--- config.mk ---
export PLATFORM = sky130hd
export DESIGN_NAME = gcf_orient_unit
export DESIGN_NICKNAME = d
export VERILOG_FILES = /design/src/hdl/gcf_pkg.sv /design/src/hdl/gcf_orient_unit.sv
export SDC_FILE = /design/constraint.sdc
export NUM_CORES = 2
export LEC_CHECK = 0
export ABC_AREA = 1
export BUFFER_PORTS_ARGS = -buffer_cell sky130_fd_sc_hd__buf_4
export CAP_MARGIN = 10
export CORE_ASPECT_RATIO = 2
export CORE_MARGIN = 2
export CORE_UTILIZATION = 30
export CTS_CLUSTER_SIZE = 28
export DETAILED_ROUTE_END_ITERATION = 16
export GPL_TIMING_DRIVEN = 1
export HOLD_SLACK_MARGIN = 0.05
export MAX_ROUTING_LAYER = met4
export PLACE_DENSITY = 0.47
export SYNTH_ARGS = -nofsm -noshare
export SYNTH_HDL_FRONTEND = slang
export SYNTH_SLANG_ARGS = --single-unit
--- constraint.sdc ---
create_clock -name clk -period 2.6 [get_ports clk]
set_input_delay 0.26 -clock clk [delete_from_list [all_inputs] [get_ports clk]]
set_output_delay 0.26 -clock clk [all_outputs]
set_load 0.01 [all_outputs]
--- src/hdl/gcf_pkg.sv ---
`default_nettype none

package gcf_pkg;

	localparam int COORD_W = 16;
	localparam int PROD_W  = 2 * (COORD_W + 1);

	typedef logic signed [COORD_W-1:0] coord_t;

	typedef struct packed {
		coord_t x;
		coord_t y;
	} point_t;

	// Which of the four orientation tests an operation belongs to. The first two test the
	// new segment's endpoints against the stored line, the last two the reverse.
	typedef enum logic [1:0] {
		ORI_T_VS_SA,
		ORI_T_VS_SB,
		ORI_S_VS_TA,
		ORI_S_VS_TB
	} ori_sel_t;

	typedef struct packed {
		logic     valid;
		ori_sel_t sel;
		point_t   p;
		point_t   q;
		point_t   r;
	} ori_req_t;

	typedef struct packed {
		logic     valid;
		ori_sel_t sel;
		logic     pos;
		logic     neg;
	} ori_res_t;

endpackage

`default_nettype wire

--- src/hdl/gcf_orient_unit.sv ---
`default_nettype none

module gcf_orient_unit
	import gcf_pkg::*;
(
	input  wire logic     clk,
	input  wire logic     arst_n,
	input  wire ori_req_t req,
	output ori_res_t      res
);

	logic signed [COORD_W:0]   dqx, dqy, drx, dry;
	logic signed [PROD_W-1:0]  m1_s1, m2_s1;
	logic signed [PROD_W:0]    diff;
	logic                      valid_s1, valid_s2;
	ori_sel_t                  sel_s1, sel_s2;
	logic                      pos_s2, neg_s2;

	assign dqx = $signed({req.q.x[COORD_W-1], req.q.x}) - $signed({req.p.x[COORD_W-1], req.p.x});
	assign dqy = $signed({req.q.y[COORD_W-1], req.q.y}) - $signed({req.p.y[COORD_W-1], req.p.y});
	assign drx = $signed({req.r.x[COORD_W-1], req.r.x}) - $signed({req.p.x[COORD_W-1], req.p.x});
	assign dry = $signed({req.r.y[COORD_W-1], req.r.y}) - $signed({req.p.y[COORD_W-1], req.p.y});

	assign diff = $signed({m1_s1[PROD_W-1], m1_s1}) - $signed({m2_s1[PROD_W-1], m2_s1});

	always_ff @(posedge clk or negedge arst_n) begin
		if (!arst_n) begin
			valid_s1 <= 1'b0;
			valid_s2 <= 1'b0;
		end else begin
			valid_s1 <= req.valid;
			valid_s2 <= valid_s1;
		end
	end

	always_ff @(posedge clk) begin
		m1_s1  <= PROD_W'(dqx) * PROD_W'(dry);
		m2_s1  <= PROD_W'(dqy) * PROD_W'(drx);
		sel_s1 <= req.sel;
		sel_s2 <= sel_s1;
		pos_s2 <= !diff[PROD_W] && (diff != '0);
		neg_s2 <= diff[PROD_W];
	end

	assign res.valid = valid_s2;
	assign res.sel   = sel_s2;
	assign res.pos   = pos_s2;
	assign res.neg   = neg_s2;

endmodule

`default_nettype wire

Word-level counts from Yosys, hierarchy flattened
Cells that the tools add are included.
{"block": "classes", "addsub": 5, "mul": 2, "reduce_logical": 3}
{"cell": "$mul A17 B17 Y34", "count": 2}
{"cell": "$sub A16 B16 Y17", "count": 4}
{"cell": "$reduce_bool A35 Y1", "count": 1}
{"cell": "$sub A34 B34 Y35", "count": 1}
{"cell": "$logic_and A1 B1 Y1", "count": 1}
{"cell": "$logic_not A1 Y1", "count": 1}
{"block": "totals", "reg_bits": 76, "in_bits": 101, "output_inout_bits": 5, "word_cells": 18}

Logic depth before layout (Yosys ltp)
{"block": "depth", "word_depth": 3, "mapped_depth": 40, "ltp_nobuf": 39}

Least setup slack after synthesis
OpenSTA, ideal clock, no wires.
{"block": "synth_timing", "path_type": "input to register", "start": "input req[32] (netlist bit)", "end": "register m2_s1[25]", "setup_time_ns": 0.120, "t_arrival_ns": 6.687, "t_required_ns": 2.480, "path_slack_ns": -4.206, "cell_stages": 34, "path_buffers": 1, "path_cell_list": "inv_1 -> ha_1 -> fa_1 -> o21ai_2 -> nand2_2 -> nand2_2 -> nand3_1 -> nand2_1 -> nand3_1 -> nand2_2 -> xor2_2 -> buf_4 -> nand2_1 -> fa_1 -> inv_1 -> fa_1 -> inv_1 -> fa_1 -> inv_1 -> fa_1 -> inv_1 -> fa_1 -> inv_1 -> fa_1 -> ha_1 -> nand2_1 -> nor2_1 -> nor3b_1 -> nand2_1 -> nand3_1 -> a21oi_1 -> o21ai_0 -> a21oi_1 -> xnor2_1"}
{"block": "synth_via", "elab_chain_len": 2}
{"item": "from (decl)", "line": "gcf_orient_unit.sv:8", "text": "input wire ori_req_t req,"}
{"item": "$sub A16 B16 Y17", "line": "gcf_orient_unit.sv:20", "text": "assign dqy = $signed({req.q.y[COORD_W-1], req.q.y}) - $signed({req.p.y[COORD_W-1], req.p.y});"}
{"item": "$mul A17 B17 Y34", "line": "gcf_orient_unit.sv:38", "text": "m2_s1 <= PROD_W'(dqy) * PROD_W'(drx);"}
{"item": "to (signal assigned)", "line": "gcf_orient_unit.sv:38"}
{"item": "to (decl)", "line": "gcf_orient_unit.sv:13", "text": "logic signed [PROD_W-1:0] m1_s1, m2_s1;"}
No other way between the ends.

Final worst setup path
{"block": "layout_timing", "start": "input req[86] (netlist bit)", "end": "register m1_s1[27]"}
{"block": "layout_via", "elab_chain_len": 2}
{"item": "$sub A16 B16 Y17", "line": "gcf_orient_unit.sv:19", "text": "assign dqx = $signed({req.q.x[COORD_W-1], req.q.x}) - $signed({req.p.x[COORD_W-1], req.p.x});"}
{"item": "$mul A17 B17 Y34", "line": "gcf_orient_unit.sv:37", "text": "m1_s1 <= PROD_W'(dqx) * PROD_W'(dry);"}
{"item": "to (signal assigned)", "line": "gcf_orient_unit.sv:37"}
{"item": "to (decl)", "line": "gcf_orient_unit.sv:13"}
No other way between the ends.

==> results.sh <==
export IMPL_core_mm2=0.0963
export IMPL_cts_sinks=76
export IMPL_cts_buffers=9
export IMPL_synth_cells=3760
export IMPL_synth_compound_area_share_pct=5.83
export IMPL_place_area_mm2=0.0379
export IMPL_placementRows=161
export IMPL_first_iter_violations=940
export IMPL_ant_nets=0
export IMPL_fp_dieW_um=224
export IMPL_dieArea_mm2=0.0998
export IMPL_post_drt_wl_per_cell_um=19.5
export IMPL_grt_pass1_vias=30700
export IMPL_async_flop_share_pct=2.63
export IMPL_violations="negative setup slack"
export IMPL_fillers=9823
export IMPL_worst_r2r_setup_slack_ns=0.23
export IMPL_initial_utilization_pct=30.3
export IMPL_dp_slack_ns=-4.69
export IMPL_setup_tns_ns=-206.69
export IMPL_synthTopCellsByCount="inv_1 (963), nand2_1 (788), fa_1 (597)"
export IMPL_synth_xor_area_share_pct=4.19
export IMPL_worst_pin_slew_ns=0.353
export IMPL_antenna_found_initial=1
export IMPL_clk_latency_ns=0.36
export IMPL_vias=27000
export IMPL_grt_max_degree=15
export IMPL_synth_top_family_by_area="adder cells"
export IMPL_yosysMostFrequentCell="inv_1"
export IMPL_synth_top_area_cell="fa_1"
export IMPL_cts_tree="yes"
export IMPL_cp_end_kind="register"
export IMPL_final_nets=5592
export IMPL_cp_slowest_cell="fa_2"
export IMPL_period_needed_ns=6.64
export IMPL_synth_avg_cell_area_um2=7.75
export IMPL_slew_viol_final=0
export IMPL_fin_skew_ns=0.00564
export IMPL_diodes=0
export IMPL_die_y_um=445
export IMPL_syn_area_mm2=0.0291
export IMPL_reg2reg_to="pos_s2"
export IMPL_fin_hold_ws_ns=0.220
export IMPL_synthMuxAreaShare_pct=0
export IMPL_max_stage_delay_ns=0.53
export IMPL_critical_path_class="input port to register"
export IMPL_fmax_mhz=151
export IMPL_firstDrtPassIters=5
export IMPL_io_pins=106
export IMPL_port_buffers=105
export IMPL_ys_flop_type="dfxtp_1"
export IMPL_area_delta_synth_final_pct=42.8
export IMPL_finalSetupViolations=62
export IMPL_ys_seq_area_share_pct=5.26
export IMPL_slew_headroom_pct=76.3
export IMPL_hp_class="input port to asynchronous set/reset pin"
export IMPL_grt_overflow_total=0
export IMPL_start_kind="input port"
export IMPL_synth_top_area_share_pct=41.0
export IMPL_grt_first_pass_wirelength_um=174000
export IMPL_viasPerCell=4.61
export IMPL_finalWorstSetupSlack_ns=-4.04
export IMPL_synth_seq_cells=76
export IMPL_crit_arrival_ns=6.92
export IMPL_cts_root_buf="clkbuf_16"
export IMPL_cap_viol_max_count=0
export IMPL_cp_max_fo=5
export IMPL_status="complete, but fails checks"
export IMPL_grt_setup_unrepaired="true"
export IMPL_path_clk_slew_ns=0.06
export IMPL_yosysWarnings=0
export IMPL_timing_rr_start="m2_s1[2]"
export IMPL_hold_violations=0
export IMPL_r2r_cells=18
export IMPL_required_ns=2.89
export IMPL_drc=0
export IMPL_synth_fp_nets=4726
export IMPL_hpwlAfterDp_um=102000
export IMPL_synth_cell_types=51
export IMPL_period_share_pct=255
export IMPL_startpoint="req[86]"
export IMPL_synth_fa_ha_area_share_pct=52.5
export IMPL_synth_edff_count=0
export IMPL_gp_congestion=0.952
export IMPL_synthSimpleGateAreaFrac_pct=18.6
export IMPL_htreeDepth=3
export IMPL_grt_total_usage_pct=24.3
export IMPL_synthTopCellsByArea="fa_1 (41%), inv_1 (12%), ha_1 (12%), nand2_1 (10%), nor2_1 (5.3%)"
export IMPL_clock_path_buffers=2
export IMPL_wl_um=114000
export IMPL_drive_gt1_share_pct=33.5
export IMPL_post_route_cell_area_mm2=0.0416
==> critical path: cells and delay by family <==
family,cells,cell delay [ns]
compound gates,5,0.77
xor+xnor,2,0.34
fa+ha+maj,8,3.68
buf+inv,14,1.15
simple gates,8,0.68
==> worst max-delay path by stage <==
stage	endpoint	slack, ns	cells after the start
finish	m1_s1[27]	-4.04	37
global route	m1_s1[28]	-4.26	37
CTS	m1_s1[28]	-3.99	36
detailed placement	m2_s1[31]	-4.69	33
global placement	m2_s1[31]	-4.71	33
floorplan	m1_s1[30]	-3.82	33
==> through the flow <==
step	utilization [%]	instances
finish	43.2	5852
global route	43.2	5852
CTS	42.4	5816
detailed placement	39.4	5727
global placement	39.4	5727
floorplan	-	3760
==> final cells by class <==
class                   count  area, µm²  area share, %
repair buffers            912       7630           18.3
clock buffers              10        239          0.574
multi-input cells        2648      26800           64.4
inverters                 979       3820           9.17
well taps                1222       1530           3.67
flip-flops and latches     76       1530           3.68
clock inverters             5       60.1          0.144
==> what timing repair did <==
item,CTS,global route
gates resized for setup,447,139
hold buffers,4,0
pin swaps,222,111
endpoints found under the setup margin,62,63
gates cloned,3,0
setup buffers,72,41
hold endpoints to repair,5,0
==> sequential cells by signal (all words and copies together) (netlist names) <==
| signal | count |
|---|---|
| m1_s1 | 34 |
| m2_s1 | 34 |
| neg_s2 | 1 |
| pos_s2 | 1 |
| sel_s1 | 2 |
| sel_s2 | 2 |
| valid_s1 | 1 |
| valid_s2 | 1 |
==> per-layer routing <==
| layer | vias up | track usage, % | wire (µm) |
|---|---|---|---|
| met5 | - | - | 0 |
| met3 | 278 | 1.08 | 1920 |
| li1 | 12800 | - | - |
| met1 | 13400 | 21.3 | 36000 |
| met4 | 0 | 16.3 | 9640 |
| met2 | 505 | 49.0 | 66300 |
==> cell usage in the layout, fill, tap and decap left out, types with 11 or more instances in the layout <==
master / instances
fa_1: 537
dfxtp_1: 74
a21oi_1: 81
nor3_1: 15
xor2_2: 26
nand2_4: 30
a21oi_2: 48
a21oi_4: 23
nand3_2: 12
buf_12: 30
nand4_1: 25
xor2_1: 46
nand2_2: 76
buf_4: 785
nand2_1: 687
nor2_1: 354
nor2_4: 13
o21bai_1: 13
xor2_4: 13
o21ai_2: 18
fa_2: 60
inv_2: 76
o21ai_4: 11
inv_1: 865
o21ai_0: 22
xnor2_1: 30
ha_4: 69
ha_1: 192
o21ai_1: 15
inv_4: 13
buf_6: 86
nand3_1: 66
nor2_2: 42
a21o_1: 13
==> kinds of logic (layout without fill, tap and decap cells) <==
logic type / Yosys count / after routing
fa+ha+maj: 865 / 865
buf+inv: 1036 / 1906
simple gates: 1366 / 1366
flops: 76 / 76
compound gates: 289 / 289
xor+xnor: 128 / 128
Power is left out: the tool's default activity adds up to more than one toggle a clock period on the data nets, which glitch-free logic cannot reach.
